File: src/rtl/tsw_pkg.sv
// Shared types, codes and constants of the TCP sender window/retransmit block.
package tsw_pkg;

    localparam int QUEUE_DEPTH_DEF = 16;
    localparam int MAX_SEGS        = 16;
    localparam logic [16:0] FLIGHT_MAX = 17'h1FFFF;

    localparam logic [31:0] ISN_RST = 32'd0;
    localparam logic [15:0] ITO_RST = 16'd1000;
    localparam logic [10:0] MSS_RST = 11'd1000;

    typedef enum logic [1:0] {
        CFG_ISN = 2'd0,
        CFG_ITO = 2'd1,
        CFG_MSS = 2'd2,
        CFG_NONE = 2'd3
    } t_cfg_idx;

    typedef enum logic [1:0] {
        FN_FILL  = 2'd0,
        FN_ACK   = 2'd1,
        FN_TICK  = 2'd2,
        FN_EMPTY = 2'd3
    } t_func;

    typedef enum logic [1:0] {
        KD_NEW    = 2'd0,
        KD_RETX   = 2'd1,
        KD_EMPTY  = 2'd2,
        KD_STATUS = 2'd3
    } t_kind;

    typedef enum logic {
        ALU_ADD = 1'b0,
        ALU_SUB = 1'b1
    } t_alu_op;

    typedef struct packed {
        t_alu_op     op;
        logic [63:0] a;
        logic [63:0] b;
    } t_alu_req;

    typedef struct packed {
        logic [63:0] sum;
        logic        borrow;
    } t_alu_rsp;

    typedef struct packed {
        logic [63:0] start;
        logic [10:0] len;
        logic [1:0]  flags;
    } t_desc;

    typedef struct packed {
        t_kind       kind;
        logic [31:0] seqno;
        logic [10:0] len;
        logic        syn;
        logic        fin;
        logic        acc;
        logic [16:0] flight;
        logic [7:0]  retry;
        logic        last;
    } t_result;

    typedef enum logic [4:0] {
        ST_IDLE,
        ST_F_ENTRY,
        ST_F_DIFF,
        ST_F_DEC,
        ST_SEND_WRAP,
        ST_SEND_EMIT,
        ST_A_OFF,
        ST_A_UNWRAP,
        ST_A_ADJ,
        ST_A_RANGE,
        ST_A_NEW,
        ST_P_READ,
        ST_P_END,
        ST_P_CMP,
        ST_A_TAIL,
        ST_T_ADD,
        ST_T_CMP,
        ST_T_WRAP,
        ST_T_EMIT,
        ST_E_WRAP,
        ST_E_EMIT,
        ST_S_WRAP,
        ST_STATUS
    } t_state;

endpackage

File: src/rtl/tsw_if.sv
// Valid/ready channel interfaces: event input, result output, register write.
interface tsw_in_if;
    logic        valid;
    logic        ready;
    logic [1:0]  func;
    logic        open_request;
    logic [31:0] ack_number;
    logic [15:0] peer_window;
    logic [15:0] elapsed_ms;
    logic [15:0] bytes_buffered;
    logic        input_ended;
    modport source(output valid, func, open_request, ack_number, peer_window,
                   elapsed_ms, bytes_buffered, input_ended, input ready);
    modport sink(input valid, func, open_request, ack_number, peer_window,
                 elapsed_ms, bytes_buffered, input_ended, output ready);
endinterface

interface tsw_out_if;
    logic        valid;
    logic        ready;
    logic [1:0]  kind;
    logic [31:0] segment_seqno;
    logic [10:0] payload_length;
    logic        syn_flag;
    logic        fin_flag;
    logic        ack_accepted;
    logic [16:0] in_flight;
    logic [7:0]  retry_count;
    logic        last_item;
    modport source(output valid, kind, segment_seqno, payload_length, syn_flag,
                   fin_flag, ack_accepted, in_flight, retry_count, last_item,
                   input ready);
    modport sink(input valid, kind, segment_seqno, payload_length, syn_flag,
                 fin_flag, ack_accepted, in_flight, retry_count, last_item,
                 output ready);
endinterface

interface tsw_cfg_if;
    logic        valid;
    logic        ready;
    logic [1:0]  addr;
    logic [31:0] data;
    modport source(output valid, addr, data, input ready);
    modport sink(input valid, addr, data, output ready);
endinterface

File: src/rtl/tsw_alu.sv
// Shared 64-bit add/subtract unit; borrow doubles as the less-than compare.
module tsw_alu import tsw_pkg::*; (
    input  t_alu_req i_req,
    output t_alu_rsp o_rsp
);
    logic        sub;
    logic [63:0] b_op;
    logic [64:0] res;

    assign sub  = (i_req.op == ALU_SUB);
    assign b_op = sub ? ~i_req.b : i_req.b;
    assign res  = {1'b0, i_req.a} + {1'b0, b_op} + {64'd0, sub};

    assign o_rsp.sum    = res[63:0];
    assign o_rsp.borrow = sub & ~res[64];
endmodule

File: src/rtl/tsw_queue.sv
// Ring store of outstanding segment descriptors, one write and one registered read.
module tsw_queue import tsw_pkg::*; #(
    parameter int DEPTH = QUEUE_DEPTH_DEF,
    localparam int AW = $clog2(DEPTH)
) (
    input  logic          i_clk,
    input  logic          i_wr_en,
    input  logic [AW-1:0] i_wr_addr,
    input  t_desc         i_wr_data,
    input  logic          i_rd_en,
    input  logic [AW-1:0] i_rd_addr,
    output t_desc         o_rd_data
);
    t_desc r_mem [DEPTH];
    t_desc r_rd;

    always_ff @(posedge i_clk) begin
        if (i_wr_en) begin
            r_mem[i_wr_addr] <= i_wr_data;
        end
        if (i_rd_en) begin
            r_rd <= r_mem[i_rd_addr];
        end
    end

    assign o_rd_data = r_rd;
endmodule

File: src/rtl/tcp_sender_window_retransmit.sv
// TCP sender sequence-space control: sequencer around one shared 64-bit adder.
// Every request ends in a status item. An empty request first emits an empty item; a tick
// stops at a stopped or unexpired timer or retransmits the head segment; a fill emits
// segments while they fit; an ack is refused, found old, or retires acked heads and fills.
// Requests are taken only when idle; each emitted result waits for a free output slot.
// Synchronous active-low reset clears control state and restores register defaults.
module tcp_sender_window_retransmit import tsw_pkg::*; #(
    parameter int QUEUE_DEPTH = QUEUE_DEPTH_DEF
) (
    input  logic       i_clk,
    input  logic       i_rst_n,
    tsw_in_if.sink     i_in,
    tsw_out_if.source  o_out,
    tsw_cfg_if.sink    i_cfg
);
    localparam int QW = $clog2(QUEUE_DEPTH);
    localparam int CW = $clog2(QUEUE_DEPTH + 1);

    t_state r_state, n_state;

    logic [31:0] r_isn;
    logic [15:0] r_ito;
    logic [10:0] r_mss;

    logic [63:0] r_next, n_next, r_acked, n_acked;
    logic [15:0] r_wnd, n_wnd;
    logic [16:0] r_flight, n_flight;
    logic        r_syn, n_syn, r_fin, n_fin, r_tact, n_tact;
    logic [31:0] r_tms, n_tms, r_cur, n_cur;
    logic [7:0]  r_retry, n_retry;
    logic [QW-1:0] r_head, n_head;
    logic [CW-1:0] r_count, n_count;
    logic [4:0]  r_nseg, n_nseg;

    logic        r_open, n_open, r_ended, n_ended;
    logic [31:0] r_ack, n_ack;
    logic [15:0] r_pwin, n_pwin, r_elap, n_elap, r_buf, n_buf;

    logic [63:0] r_abs, n_abs, r_tmp, n_tmp;
    logic        r_dec, n_dec, r_inc, n_inc;
    logic [31:0] r_seq, n_seq;
    logic [10:0] r_slen, n_slen;
    logic [1:0]  r_sflg, n_sflg;
    logic        r_stop, n_stop, r_from_ack, n_from_ack, r_first, n_first;
    logic        r_accept, n_accept;

    logic        r_ov, n_ov;
    t_result     r_o, n_o;

    t_alu_req alu_req;
    t_alu_rsp alu_rsp;

    logic          wr_en, rd_en;
    logic [QW-1:0] wr_addr;
    t_desc         wr_data, q_rd;

    tsw_alu u_alu (
        .i_req (alu_req),
        .o_rsp (alu_rsp)
    );

    tsw_queue #(.DEPTH(QUEUE_DEPTH)) u_queue (
        .i_clk     (i_clk),
        .i_wr_en   (wr_en),
        .i_wr_addr (wr_addr),
        .i_wr_data (wr_data),
        .i_rd_en   (rd_en),
        .i_rd_addr (r_head),
        .o_rd_data (q_rd)
    );

    // Decisions shared by the sequencer and the datapath
    logic        in_fire, ofree;
    logic [16:0] window, room;
    logic [10:0] mss, size, take;
    logic [15:0] buf_left;
    logic        inwin, can_send, fin_case, data_ok, dfin;
    logic [CW:0] slot_sum;
    logic [QW-1:0] slot, head_inc;
    logic [11:0] send_seqlen, q_seqlen;
    logic [17:0] flight_add;
    logic        ack_gt, fire;

    assign in_fire  = i_in.valid && i_in.ready;
    assign ofree    = !r_ov || o_out.ready;
    assign window   = (r_wnd == 16'd0) ? 17'd1 : {1'b0, r_wnd};
    assign inwin    = (r_tmp[63:17] == '0) && (r_tmp[16:0] < window);
    assign can_send = (r_count < CW'(QUEUE_DEPTH)) && (r_nseg < 5'(MAX_SEGS));
    assign mss      = (r_mss == 11'd0) ? 11'd1 : r_mss;
    assign room     = window - r_tmp[16:0];
    assign size     = (room < {6'd0, mss}) ? room[10:0] : mss;
    assign take     = ({5'd0, size} < r_buf) ? size : r_buf[10:0];
    assign buf_left = r_buf - {5'd0, take};
    assign dfin     = r_ended && (buf_left == 16'd0) && ({6'd0, take} < window);
    assign fin_case = r_first && r_ended && (r_buf == 16'd0) && inwin;
    assign data_ok  = (r_buf != 16'd0) && inwin && can_send;

    assign slot_sum = (CW+1)'(r_head) + (CW+1)'(r_count);
    assign slot     = (slot_sum >= (CW+1)'(QUEUE_DEPTH)) ?
                      QW'(slot_sum - (CW+1)'(QUEUE_DEPTH)) : QW'(slot_sum);
    assign head_inc = (r_head == QW'(QUEUE_DEPTH - 1)) ? '0 : r_head + 1'b1;

    assign send_seqlen = {1'b0, r_slen} + {11'd0, r_sflg[0]} + {11'd0, r_sflg[1]};
    assign q_seqlen    = {1'b0, q_rd.len} + {11'd0, q_rd.flags[0]} + {11'd0, q_rd.flags[1]};
    assign flight_add  = {1'b0, r_flight} + {6'd0, send_seqlen};
    assign ack_gt      = !alu_rsp.borrow && (alu_rsp.sum != 64'd0);
    assign fire        = !alu_rsp.borrow && (r_count != '0);

    assign i_in.ready  = (r_state == ST_IDLE);
    assign i_cfg.ready = 1'b1;

    // Operand selection for the shared adder
    always_comb begin
        alu_req.op = ALU_ADD;
        alu_req.a  = r_next;
        alu_req.b  = {32'd0, r_isn};
        case (r_state)
            ST_F_DIFF: begin
                alu_req.op = ALU_SUB;
                alu_req.b  = r_acked;
            end
            ST_SEND_EMIT: begin
                alu_req.b = {52'd0, send_seqlen};
            end
            ST_A_OFF: begin
                alu_req.op = ALU_SUB;
                alu_req.a  = {32'd0, r_ack};
            end
            ST_A_UNWRAP, ST_A_NEW: begin
                alu_req.op = ALU_SUB;
                alu_req.a  = r_abs;
                alu_req.b  = r_acked;
            end
            ST_A_ADJ: begin
                alu_req.op = r_dec ? ALU_SUB : ALU_ADD;
                alu_req.a  = r_abs;
                alu_req.b  = 64'h1_0000_0000;
            end
            ST_A_RANGE: begin
                alu_req.op = ALU_SUB;
                alu_req.b  = r_abs;
            end
            ST_P_END: begin
                alu_req.a = q_rd.start;
                alu_req.b = {52'd0, q_seqlen};
            end
            ST_P_CMP: begin
                alu_req.op = ALU_SUB;
                alu_req.a  = r_abs;
                alu_req.b  = r_tmp;
            end
            ST_T_ADD: begin
                alu_req.a = {32'd0, r_tms};
                alu_req.b = {48'd0, r_elap};
            end
            ST_T_CMP: begin
                alu_req.op = ALU_SUB;
                alu_req.a  = {32'd0, r_tms};
                alu_req.b  = {32'd0, r_cur};
            end
            ST_T_WRAP: begin
                alu_req.a = q_rd.start;
            end
            default: begin
                alu_req.op = ALU_ADD;
            end
        endcase
    end

    // Next state
    always_comb begin
        n_state = r_state;
        case (r_state)
            ST_IDLE: begin
                if (in_fire) begin
                    case (t_func'(i_in.func))
                        FN_FILL: n_state = ST_F_ENTRY;
                        FN_ACK:  n_state = ST_A_OFF;
                        FN_TICK: n_state = ST_T_ADD;
                        default: n_state = ST_E_WRAP;
                    endcase
                end
            end
            ST_F_ENTRY: begin
                if (r_fin || (!r_syn && !(r_open && can_send))) begin
                    n_state = r_from_ack ? ST_A_TAIL : ST_S_WRAP;
                end else if (!r_syn) begin
                    n_state = ST_SEND_WRAP;
                end else begin
                    n_state = ST_F_DIFF;
                end
            end
            ST_F_DIFF: n_state = ST_F_DEC;
            ST_F_DEC: begin
                if ((fin_case && can_send) || (!fin_case && data_ok)) begin
                    n_state = ST_SEND_WRAP;
                end else begin
                    n_state = r_from_ack ? ST_A_TAIL : ST_S_WRAP;
                end
            end
            ST_SEND_WRAP: n_state = ST_SEND_EMIT;
            ST_SEND_EMIT: begin
                if (ofree) begin
                    if (r_stop) begin
                        n_state = r_from_ack ? ST_A_TAIL : ST_S_WRAP;
                    end else begin
                        n_state = ST_F_DIFF;
                    end
                end
            end
            ST_A_OFF:    n_state = ST_A_UNWRAP;
            ST_A_UNWRAP: n_state = ST_A_ADJ;
            ST_A_ADJ:    n_state = ST_A_RANGE;
            ST_A_RANGE:  n_state = alu_rsp.borrow ? ST_S_WRAP : ST_A_NEW;
            ST_A_NEW:    n_state = ack_gt ? ST_P_READ : ST_S_WRAP;
            ST_P_READ:   n_state = (r_count == '0) ? ST_F_ENTRY : ST_P_END;
            ST_P_END:    n_state = ST_P_CMP;
            ST_P_CMP:    n_state = alu_rsp.borrow ? ST_F_ENTRY : ST_P_READ;
            ST_A_TAIL:   n_state = ST_S_WRAP;
            ST_T_ADD:    n_state = r_tact ? ST_T_CMP : ST_S_WRAP;
            ST_T_CMP:    n_state = fire ? ST_T_WRAP : ST_S_WRAP;
            ST_T_WRAP:   n_state = ST_T_EMIT;
            ST_T_EMIT:   n_state = ofree ? ST_S_WRAP : ST_T_EMIT;
            ST_E_WRAP:   n_state = ST_E_EMIT;
            ST_E_EMIT:   n_state = ofree ? ST_S_WRAP : ST_E_EMIT;
            ST_S_WRAP:   n_state = ST_STATUS;
            ST_STATUS:   n_state = ofree ? ST_IDLE : ST_STATUS;
            default:     n_state = ST_IDLE;
        endcase
    end

    // Datapath and outputs
    always_comb begin
        n_next = r_next;   n_acked = r_acked; n_wnd = r_wnd;   n_flight = r_flight;
        n_syn = r_syn;     n_fin = r_fin;     n_tact = r_tact; n_tms = r_tms;
        n_cur = r_cur;     n_retry = r_retry; n_head = r_head; n_count = r_count;
        n_nseg = r_nseg;
        n_open = r_open;   n_ended = r_ended; n_ack = r_ack;
        n_pwin = r_pwin;   n_elap = r_elap;   n_buf = r_buf;
        n_abs = r_abs;     n_tmp = r_tmp;     n_dec = r_dec;   n_inc = r_inc;
        n_seq = r_seq;     n_slen = r_slen;   n_sflg = r_sflg;
        n_stop = r_stop;   n_from_ack = r_from_ack; n_first = r_first;
        n_accept = r_accept;
        n_ov = r_ov && !o_out.ready;
        n_o = r_o;
        wr_en = 1'b0;
        wr_addr = slot;
        wr_data = '{start: r_next, len: r_slen, flags: r_sflg};
        rd_en = 1'b0;

        case (r_state)
            ST_IDLE: begin
                if (in_fire) begin
                    n_open = i_in.open_request && (t_func'(i_in.func) == FN_FILL);
                    n_ack = i_in.ack_number;
                    n_pwin = i_in.peer_window;
                    n_elap = i_in.elapsed_ms;
                    n_buf = i_in.bytes_buffered;
                    n_ended = i_in.input_ended;
                    n_nseg = '0;
                    n_accept = 1'b1;
                    n_first = 1'b1;
                    n_from_ack = (t_func'(i_in.func) == FN_ACK);
                end
            end
            ST_F_ENTRY: begin
                // SYN goes out alone; the fill ends after it
                if (!r_fin && !r_syn && r_open && can_send) begin
                    n_syn = 1'b1;
                    n_slen = 11'd0;
                    n_sflg = 2'b01;
                    n_stop = 1'b1;
                end
            end
            ST_F_DIFF: begin
                n_tmp = alu_rsp.sum;
            end
            ST_F_DEC: begin
                n_first = 1'b0;
                if (fin_case) begin
                    if (can_send) begin
                        n_fin = 1'b1;
                        n_slen = 11'd0;
                        n_sflg = 2'b10;
                        n_stop = 1'b1;
                    end
                end else if (data_ok) begin
                    n_slen = take;
                    n_sflg = dfin ? 2'b10 : 2'b00;
                    n_buf = buf_left;
                    n_stop = dfin;
                    if (dfin) begin
                        n_fin = 1'b1;
                    end
                end
            end
            ST_SEND_WRAP, ST_E_WRAP, ST_S_WRAP, ST_T_WRAP: begin
                n_seq = alu_rsp.sum[31:0];
            end
            ST_SEND_EMIT: begin
                if (ofree) begin
                    wr_en = 1'b1;
                    n_flight = (flight_add > {1'b0, FLIGHT_MAX}) ? FLIGHT_MAX :
                               flight_add[16:0];
                    n_count = r_count + 1'b1;
                    n_nseg = r_nseg + 5'd1;
                    n_next = alu_rsp.sum;
                    if (!r_tact) begin
                        n_tact = 1'b1;
                        n_tms = 32'd0;
                    end
                    n_ov = 1'b1;
                    n_o = '{kind: KD_NEW, seqno: r_seq, len: r_slen, syn: r_sflg[0],
                            fin: r_sflg[1], acc: 1'b0, flight: n_flight,
                            retry: r_retry, last: 1'b0};
                end
            end
            ST_A_OFF: begin
                n_abs = {r_acked[63:32], alu_rsp.sum[31:0]};
            end
            ST_A_UNWRAP: begin
                // candidate shares the checkpoint's upper half, so the low word decides
                n_dec = ack_gt && alu_rsp.sum[31] && (alu_rsp.sum[30:0] != '0) &&
                        (r_abs[63:32] != 32'd0);
                n_inc = alu_rsp.borrow && !alu_rsp.sum[31] &&
                        (r_abs[63:32] != 32'hFFFF_FFFF);
            end
            ST_A_ADJ: begin
                if (r_dec || r_inc) begin
                    n_abs = alu_rsp.sum;
                end
            end
            ST_A_RANGE: begin
                if (alu_rsp.borrow) begin
                    n_accept = 1'b0;
                end else begin
                    n_wnd = r_pwin;
                end
            end
            ST_A_NEW: begin
                if (ack_gt) begin
                    n_acked = r_abs;
                end
            end
            ST_P_READ: begin
                if (r_count != '0) begin
                    rd_en = 1'b1;
                end else begin
                    n_first = 1'b1;
                end
            end
            ST_P_END: begin
                n_tmp = alu_rsp.sum;
            end
            ST_P_CMP: begin
                if (alu_rsp.borrow) begin
                    n_first = 1'b1;
                end else begin
                    n_head = head_inc;
                    n_count = r_count - 1'b1;
                    n_flight = ({5'd0, q_seqlen} < r_flight) ?
                               r_flight - {5'd0, q_seqlen} : 17'd0;
                end
            end
            ST_A_TAIL: begin
                n_cur = {16'd0, r_ito};
                n_retry = 8'd0;
                if (r_count != '0) begin
                    n_tact = 1'b1;
                    n_tms = 32'd0;
                end
            end
            ST_T_ADD: begin
                if (r_tact) begin
                    n_tms = alu_rsp.sum[32] ? 32'hFFFF_FFFF : alu_rsp.sum[31:0];
                end
            end
            ST_T_CMP: begin
                if (fire) begin
                    rd_en = 1'b1;
                    n_tms = 32'd0;
                    if (r_retry != 8'hFF) begin
                        n_retry = r_retry + 8'd1;
                    end
                    n_cur = r_cur[31] ? 32'hFFFF_FFFF : {r_cur[30:0], 1'b0};
                end
                if (r_count == '0) begin
                    n_tact = 1'b0;
                end
            end
            ST_T_EMIT: begin
                if (ofree) begin
                    n_ov = 1'b1;
                    n_o = '{kind: KD_RETX, seqno: r_seq, len: q_rd.len,
                            syn: q_rd.flags[0], fin: q_rd.flags[1], acc: 1'b0,
                            flight: r_flight, retry: r_retry, last: 1'b0};
                end
            end
            ST_E_EMIT: begin
                if (ofree) begin
                    n_ov = 1'b1;
                    n_o = '{kind: KD_EMPTY, seqno: r_seq, len: 11'd0, syn: 1'b0,
                            fin: 1'b0, acc: 1'b0, flight: r_flight,
                            retry: r_retry, last: 1'b0};
                end
            end
            ST_STATUS: begin
                if (ofree) begin
                    n_ov = 1'b1;
                    n_o = '{kind: KD_STATUS, seqno: r_seq, len: 11'd0, syn: 1'b0,
                            fin: 1'b0, acc: r_accept, flight: r_flight,
                            retry: r_retry, last: 1'b1};
                end
            end
            default: begin
                n_ov = r_ov && !o_out.ready;
            end
        endcase
    end

    always_ff @(posedge i_clk) begin
        if (!i_rst_n) begin
            r_state <= ST_IDLE;
            r_isn <= ISN_RST;
            r_ito <= ITO_RST;
            r_mss <= MSS_RST;
            r_next <= '0;
            r_acked <= '0;
            r_wnd <= '0;
            r_flight <= '0;
            r_syn <= 1'b0;
            r_fin <= 1'b0;
            r_tact <= 1'b0;
            r_tms <= '0;
            r_cur <= {16'd0, ITO_RST};
            r_retry <= '0;
            r_head <= '0;
            r_count <= '0;
            r_nseg <= '0;
            r_ov <= 1'b0;
        end else begin
            r_state <= n_state;
            if (i_cfg.valid && i_cfg.ready) begin
                case (t_cfg_idx'(i_cfg.addr))
                    CFG_ISN: r_isn <= i_cfg.data;
                    CFG_ITO: r_ito <= i_cfg.data[15:0];
                    CFG_MSS: r_mss <= i_cfg.data[10:0];
                    default: r_isn <= r_isn;
                endcase
            end
            r_next <= n_next;
            r_acked <= n_acked;
            r_wnd <= n_wnd;
            r_flight <= n_flight;
            r_syn <= n_syn;
            r_fin <= n_fin;
            r_tact <= n_tact;
            r_tms <= n_tms;
            r_cur <= n_cur;
            r_retry <= n_retry;
            r_head <= n_head;
            r_count <= n_count;
            r_nseg <= n_nseg;
            r_ov <= n_ov;
        end
    end

    always_ff @(posedge i_clk) begin
        r_open <= n_open;
        r_ended <= n_ended;
        r_ack <= n_ack;
        r_pwin <= n_pwin;
        r_elap <= n_elap;
        r_buf <= n_buf;
        r_abs <= n_abs;
        r_tmp <= n_tmp;
        r_dec <= n_dec;
        r_inc <= n_inc;
        r_seq <= n_seq;
        r_slen <= n_slen;
        r_sflg <= n_sflg;
        r_stop <= n_stop;
        r_from_ack <= n_from_ack;
        r_first <= n_first;
        r_accept <= n_accept;
        r_o <= n_o;
    end

    assign o_out.valid          = r_ov;
    assign o_out.kind           = r_o.kind;
    assign o_out.segment_seqno  = r_o.seqno;
    assign o_out.payload_length = r_o.len;
    assign o_out.syn_flag       = r_o.syn;
    assign o_out.fin_flag       = r_o.fin;
    assign o_out.ack_accepted   = r_o.acc;
    assign o_out.in_flight      = r_o.flight;
    assign o_out.retry_count    = r_o.retry;
    assign o_out.last_item      = r_o.last;

    a_count_bound: assert property (@(posedge i_clk) disable iff (!i_rst_n)
        r_count <= CW'(QUEUE_DEPTH))
        else $error("descriptor count above queue depth");

    a_nseg_bound: assert property (@(posedge i_clk) disable iff (!i_rst_n)
        r_nseg <= 5'(MAX_SEGS))
        else $error("too many segments for one request");

    a_ack_le_next: assert property (@(posedge i_clk) disable iff (!i_rst_n)
        r_acked <= r_next)
        else $error("acknowledged point ran past next sequence number");

    a_status_ends: assert property (@(posedge i_clk) disable iff (!i_rst_n)
        (r_state == ST_STATUS && ofree) |=> (r_state == ST_IDLE && r_ov && r_o.last))
        else $error("status item did not close the request");

    a_send_has_room: assert property (@(posedge i_clk) disable iff (!i_rst_n)
        (r_state == ST_SEND_EMIT && ofree) |-> (r_count < CW'(QUEUE_DEPTH)))
        else $error("segment queued into a full ring");
endmodule
File: src/flat_wrapper.sv
// flat-port wrapper written by rule: the top's interface ports become plain ports
module tcp_sender_window_retransmit_flat import tsw_pkg::*;
#(
    parameter int QUEUE_DEPTH = QUEUE_DEPTH_DEF
)
  (i_clk, i_rst_n, i_in_valid, i_in_func, i_in_open_request, i_in_ack_number, i_in_peer_window, i_in_elapsed_ms, i_in_bytes_buffered, i_in_input_ended, i_in_ready, o_out_valid, o_out_kind, o_out_segment_seqno, o_out_payload_length, o_out_syn_flag, o_out_fin_flag, o_out_ack_accepted, o_out_in_flight, o_out_retry_count, o_out_last_item, o_out_ready, i_cfg_valid, i_cfg_addr, i_cfg_data, i_cfg_ready);
  tsw_in_if i_in_i ();
  tsw_out_if o_out_i ();
  tsw_cfg_if i_cfg_i ();
  input  logic i_clk;
  input  logic i_rst_n;
  input wire logic [$bits(i_in_i.valid)-1:0] i_in_valid;
  input wire logic [$bits(i_in_i.func)-1:0] i_in_func;
  input wire logic [$bits(i_in_i.open_request)-1:0] i_in_open_request;
  input wire logic [$bits(i_in_i.ack_number)-1:0] i_in_ack_number;
  input wire logic [$bits(i_in_i.peer_window)-1:0] i_in_peer_window;
  input wire logic [$bits(i_in_i.elapsed_ms)-1:0] i_in_elapsed_ms;
  input wire logic [$bits(i_in_i.bytes_buffered)-1:0] i_in_bytes_buffered;
  input wire logic [$bits(i_in_i.input_ended)-1:0] i_in_input_ended;
  output wire logic [$bits(i_in_i.ready)-1:0] i_in_ready;
  output wire logic [$bits(o_out_i.valid)-1:0] o_out_valid;
  output wire logic [$bits(o_out_i.kind)-1:0] o_out_kind;
  output wire logic [$bits(o_out_i.segment_seqno)-1:0] o_out_segment_seqno;
  output wire logic [$bits(o_out_i.payload_length)-1:0] o_out_payload_length;
  output wire logic [$bits(o_out_i.syn_flag)-1:0] o_out_syn_flag;
  output wire logic [$bits(o_out_i.fin_flag)-1:0] o_out_fin_flag;
  output wire logic [$bits(o_out_i.ack_accepted)-1:0] o_out_ack_accepted;
  output wire logic [$bits(o_out_i.in_flight)-1:0] o_out_in_flight;
  output wire logic [$bits(o_out_i.retry_count)-1:0] o_out_retry_count;
  output wire logic [$bits(o_out_i.last_item)-1:0] o_out_last_item;
  input wire logic [$bits(o_out_i.ready)-1:0] o_out_ready;
  input wire logic [$bits(i_cfg_i.valid)-1:0] i_cfg_valid;
  input wire logic [$bits(i_cfg_i.addr)-1:0] i_cfg_addr;
  input wire logic [$bits(i_cfg_i.data)-1:0] i_cfg_data;
  output wire logic [$bits(i_cfg_i.ready)-1:0] i_cfg_ready;
  assign i_in_i.valid = i_in_valid;
  assign i_in_i.func = i_in_func;
  assign i_in_i.open_request = i_in_open_request;
  assign i_in_i.ack_number = i_in_ack_number;
  assign i_in_i.peer_window = i_in_peer_window;
  assign i_in_i.elapsed_ms = i_in_elapsed_ms;
  assign i_in_i.bytes_buffered = i_in_bytes_buffered;
  assign i_in_i.input_ended = i_in_input_ended;
  assign i_in_ready = i_in_i.ready;
  assign o_out_valid = o_out_i.valid;
  assign o_out_kind = o_out_i.kind;
  assign o_out_segment_seqno = o_out_i.segment_seqno;
  assign o_out_payload_length = o_out_i.payload_length;
  assign o_out_syn_flag = o_out_i.syn_flag;
  assign o_out_fin_flag = o_out_i.fin_flag;
  assign o_out_ack_accepted = o_out_i.ack_accepted;
  assign o_out_in_flight = o_out_i.in_flight;
  assign o_out_retry_count = o_out_i.retry_count;
  assign o_out_last_item = o_out_i.last_item;
  assign o_out_i.ready = o_out_ready;
  assign i_cfg_i.valid = i_cfg_valid;
  assign i_cfg_i.addr = i_cfg_addr;
  assign i_cfg_i.data = i_cfg_data;
  assign i_cfg_ready = i_cfg_i.ready;
  tcp_sender_window_retransmit #(.QUEUE_DEPTH(QUEUE_DEPTH)) u_core (.i_clk(i_clk), .i_rst_n(i_rst_n), .i_in(i_in_i), .o_out(o_out_i), .i_cfg(i_cfg_i));
endmodule
File: config.mk
export PLATFORM = sky130hd
export DESIGN_NAME = tcp_sender_window_retransmit_flat
export DESIGN_NICKNAME = d
export VERILOG_FILES = /design/src/rtl/tsw_pkg.sv /design/src/rtl/tsw_if.sv /design/src/rtl/tsw_alu.sv /design/src/rtl/tsw_queue.sv /design/src/rtl/tcp_sender_window_retransmit.sv /design/src/flat_wrapper.sv
export SDC_FILE = /design/constraint.sdc
export NUM_CORES = 2
export LEC_CHECK = 0
export BUFFER_PORTS_ARGS = -buffer_cell sky130_fd_sc_hd__buf_2
export CAP_MARGIN = 30
export CORE_UTILIZATION = 45
export DETAILED_ROUTE_END_ITERATION = 8
export GPL_TIMING_DRIVEN = 0
export MAX_ROUTING_LAYER = met4
export PLACE_DENSITY = 0.63
export RECOVER_POWER = 25
export SETUP_SLACK_MARGIN = 0.4
export SKIP_LAST_GASP = 1
export SYNTH_ARGS = -nofsm -noshare
export SYNTH_HDL_FRONTEND = slang
export SYNTH_SLANG_ARGS = --single-unit
File: constraint.sdc
create_clock -name i_clk -period 16.6 [get_ports i_clk]
set_input_delay 2.49 -clock i_clk [delete_from_list [all_inputs] [get_ports i_clk]]
set_output_delay 2.49 -clock i_clk [all_outputs]
set_load 0.1 [all_outputs]
==> flow_metrics.py <==
metrics = {
    "outcome": {
        "status": "finished with violations",
        "violations": "design-rule violations",
    },
    "critical_path": {
        "crit_arrival_ns": 13.12,
        "cpPeakStageDelay_ns": 0.66,
        "cpMostUsedCell": "a21oi_1",
        "crit_slowest_cell": "a2111oi_0",
        "crit_type": "flop to flop",
        "ff2ff_setup_slack_ns": 4.12,
        "r2r-start": "u_core.r_wnd[12]$_SDFFE_PN0P_",
        "crit_path_end_kind": "flop",
        "start_kind": "flop",
        "worstRegToRegCells": 43,
        "cp_data_required_time_ns": 17.24,
        "crit_path_start": "u_core.r_wnd[12]$_SDFFE_PN0P_",
        "cp-endpoint": "u_core.r_sflg[1]$_SDFFCE_PN0P_",
        "path_max_fanout": 10,
        "rr_endpoint": "u_core.r_sflg[1]$_SDFFCE_PN0P_",
    },
    "placement": {
        "place.detailed.hpwl_um": 206000,
        "pre_cts_slack_ns": 4.38,
        "gp_congestion": 1.00,
        "port-buffer-count": 197,
    },
    "cts": {
        "cts_max_path_buffers": 3,
        "postCtsResizedCells": 0,
        "htree_levels": 4,
        "post_cts_buffers": 0,
        "cts_buffers": 198,
        "cts_tree": "yes",
        "clkLatencyLatePin_ns": 0.87,
        "cts_root_buffer": "clkbuf_16",
        "clk_pin_slew_ns": 0.06,
        "cts_hold_buf": 0,
        "cts_num_sinks": 1959,
    },
    "final_layout": {
        "final_cell_mix": "edfxtp_1 (1,644), nand2_1 (671), mux4_2 (385), a21oi_1 (372), clkbuf_1 (334)",
        "drive_gt1_share_pct": 17.4,
        "nets": 6730,
        "area_growth_syn_to_layout_pct": 16.1,
        "layout_commonest_cell": "edfxtp_1",
    },
    "routing": {
        "drc": 28,
        "vias_per_cell": 6.23,
        "wire_per_inst_um": 30.9,
        "routed_wl_um": 282000,
        "drtIter0Drc": 7453,
        "drtPass1Iterations": 9,
        "postRouteAntennaNets": 0,
        "vias": 56800,
    },
    "timing": {
        "fin_crit_sh_pct": 75.2,
        "setup_tns_ns": 0,
        "final_hold_viol_count": 0,
        "fmax_mhz": 80.1,
        "fin_ws_ns": 4.12,
        "rsz0062_at_grt": "false",
        "setup_viol": 0,
        "drv_slew": 0,
        "period_needed_ns": 12.48,
        "relSlewSlack_pct": 26.3,
        "worst_pin_slew_ns": 1.09,
        "skew_ns": 0.0712,
    },
    "global_routing": {
        "grt_max_degree": 46,
        "grt_overflow": 0,
        "grt_pass1_vias": 54700,
        "grt_pass1_wl_um": 398000,
        "antenna_found_initial": 15,
        "grtUsageTotal_pct": 30.0,
    },
    "floorplan": {
        "io_pins": 200,
        "dieArea_mm2": 0.191,
        "core_area_mm2": 0.188,
        "die_w_um": 437,
        "rows": 159,
        "initial_core_util_pct": 45.4,
        "chipHeight_um": 437,
    },
    "synthesis": {
        "synth_area_mm2": 0.0853,
        "synth_top_area_share_pct": 57.9,
        "async_flop_share_pct": 0,
        "yosysSeqAreaShare_pct": 65.2,
        "avgSynthCellArea_um2": 14.5,
        "synth_area_leaders": "edfxtp_1 (58%), mux4_2 (10%), dfxtp_1 (7.4%)",
        "synth-main-ff-cell": "edfxtp_1",
        "synth_edf_count": 1644,
        "yosysTopAreaCell": "edfxtp_1",
        "synthCells": 5903,
        "yosysUniqueCellTypes": 102,
        "ys_warn_count": 0,
        "synth_seq_cells": 1959,
        "synth_fp_nets": 6182,
    },
    "power": {
        "ir_worst_vdd_mv": 0.116,
        "p_leak_nw": 34.1,
        "power.density_mw_per_mm2": 161,
    },
    "flow_run": {
        "drv_cap": 0,
    },
    "worst_hold_path": {
        "hold_path.class": "flop to flop",
    },
}
registers in the layout, indices dropped and copies added (netlist names), 32 cells and up:
register	cells
u_core.r_tmp	64
u_core.o_out.segment_seqno	32
u_core.r_acked	64
u_core.r_tms	32
u_core.r_next	64
u_core.u_queue.r_mem	1232
u_core.r_seq	32
u_core.r_cur	32
u_core.r_ack	32
u_core.u_queue.o_rd_data	77
u_core.r_isn	32
u_core.r_abs	64
critical path: cells and delay by family (launching register included):
| family | cells | cell delay, ns |
|---|---|---|
| compound gates | 13 | 3.12 |
| mux | 1 | 0.38 |
| xor+xnor | 1 | 0.44 |
| fa+ha+maj | 6 | 2.06 |
| simple gates | 16 | 3.68 |
| flops | 1 | 0.35 |
| buf+inv | 6 | 2.23 |
stage by stage:
step / power, mW / instances / area [um^2] / hold WS [ns] / util (%)
detailed placement: 11.2 / 8743 / 92300 / 0.420 / 49.1
global route: 16.5 / 9122 / 99100 / 0.455 / 52.7
finish: 16.0 / 9123 / 99100 / 0.435 / 52.7
CTS: 15.9 / 9111 / 99000 / 0.435 / 52.7
global placement: 11.2 / 8595 / 89400 / 0.407 / 47.6
floorplan: 9.30 / 5903 / 85300 / 0.400 / -
how the worst min path moves through the flow:
stage               slack (ns)                        from  cells past startpoint                                        to
floorplan                 0.40   u_core.r_seq[0]$_DFFE_PP_                      0   u_core.o_out.segment_seqno[0]$_DFFE_PP_
global placement          0.41  u_core.r_seq[31]$_DFFE_PP_                      0  u_core.o_out.segment_seqno[31]$_DFFE_PP_
detailed placement        0.42  u_core.r_seq[31]$_DFFE_PP_                      0  u_core.o_out.segment_seqno[31]$_DFFE_PP_
CTS                       0.43  u_core.r_seq[31]$_DFFE_PP_                      0  u_core.o_out.segment_seqno[31]$_DFFE_PP_
global route              0.46  u_core.r_seq[31]$_DFFE_PP_                      0  u_core.o_out.segment_seqno[31]$_DFFE_PP_
finish                    0.44  u_core.r_seq[31]$_DFFE_PP_                      0  u_core.o_out.segment_seqno[31]$_DFFE_PP_
final cells by class:
class,instances,area (um^2)
timing repair buffer,348,3640
inverter,163,614
antenna,9,22.5
tap,2495,3120
multi-input combinational,3418,27800
clock inverter,125,1510
fill,15400,88900
sequential,1959,55700
clock buffer,243,5220
buffer,363,1460
kinds of logic (layout without fill, tap and decap cells):
logic type      after synthesis  after routing  share of synthesized area [%]
fa+ha+maj                   164            164                           2.45
simple gates               1466           1466                           7.84
xor+xnor                    157            157                           1.61
buf+inv                     526           1242                           2.41
other cells                   1             10                        0.00439
mux                         503            503                           11.6
flops                      1959           1959                           65.2
compound gates             1127           1127                           8.83
synth_stat cells, drive strengths merged, types with 11 or more instances:
master and count:
a211oi 32, a21boi 15, a21o 81, a21oi 377, a222oi 112, a22o 14, a22oi 31, a31oi 61
and2 49, and3 36, buf 60, clkbuf 303, dfxtp 315, edfxtp 1644, ha 148, inv 162
mux2 34, mux2i 84, mux4 385, nand2 673, nand2b 34, nand3 90, nand3b 11, nand4 54
nor2 288, nor2b 19, nor3 91, nor4 54, o211ai 71, o21a 12, o21ai 181, o21bai 12
o311ai 13, o31ai 13, or3 21, xnor2 108, xor2 49
power by group:
part,internal (mW),total (mW),switching (mW)
clock,2.66,4.64,1.98
combinational,1.41,5.02,3.62
sequential,5.95,6.31,0.360
total,10.0,16.0,5.96
routing by layer:
| layer | vias to the layer above | global-route usage (%) | share of wire (%) |
|---|---|---|---|
| met4 | 0 | 12.8 | 4.7 |
| met3 | 523 | 4.56 | 8.4 |
| li1 | 24100 | - | - |
| met1 | 29200 | 40.6 | 41 |
| met5 | - | - | 0 |
| met2 | 2981 | 45.3 | 46 |
Power figures use the tool's default switching activity.
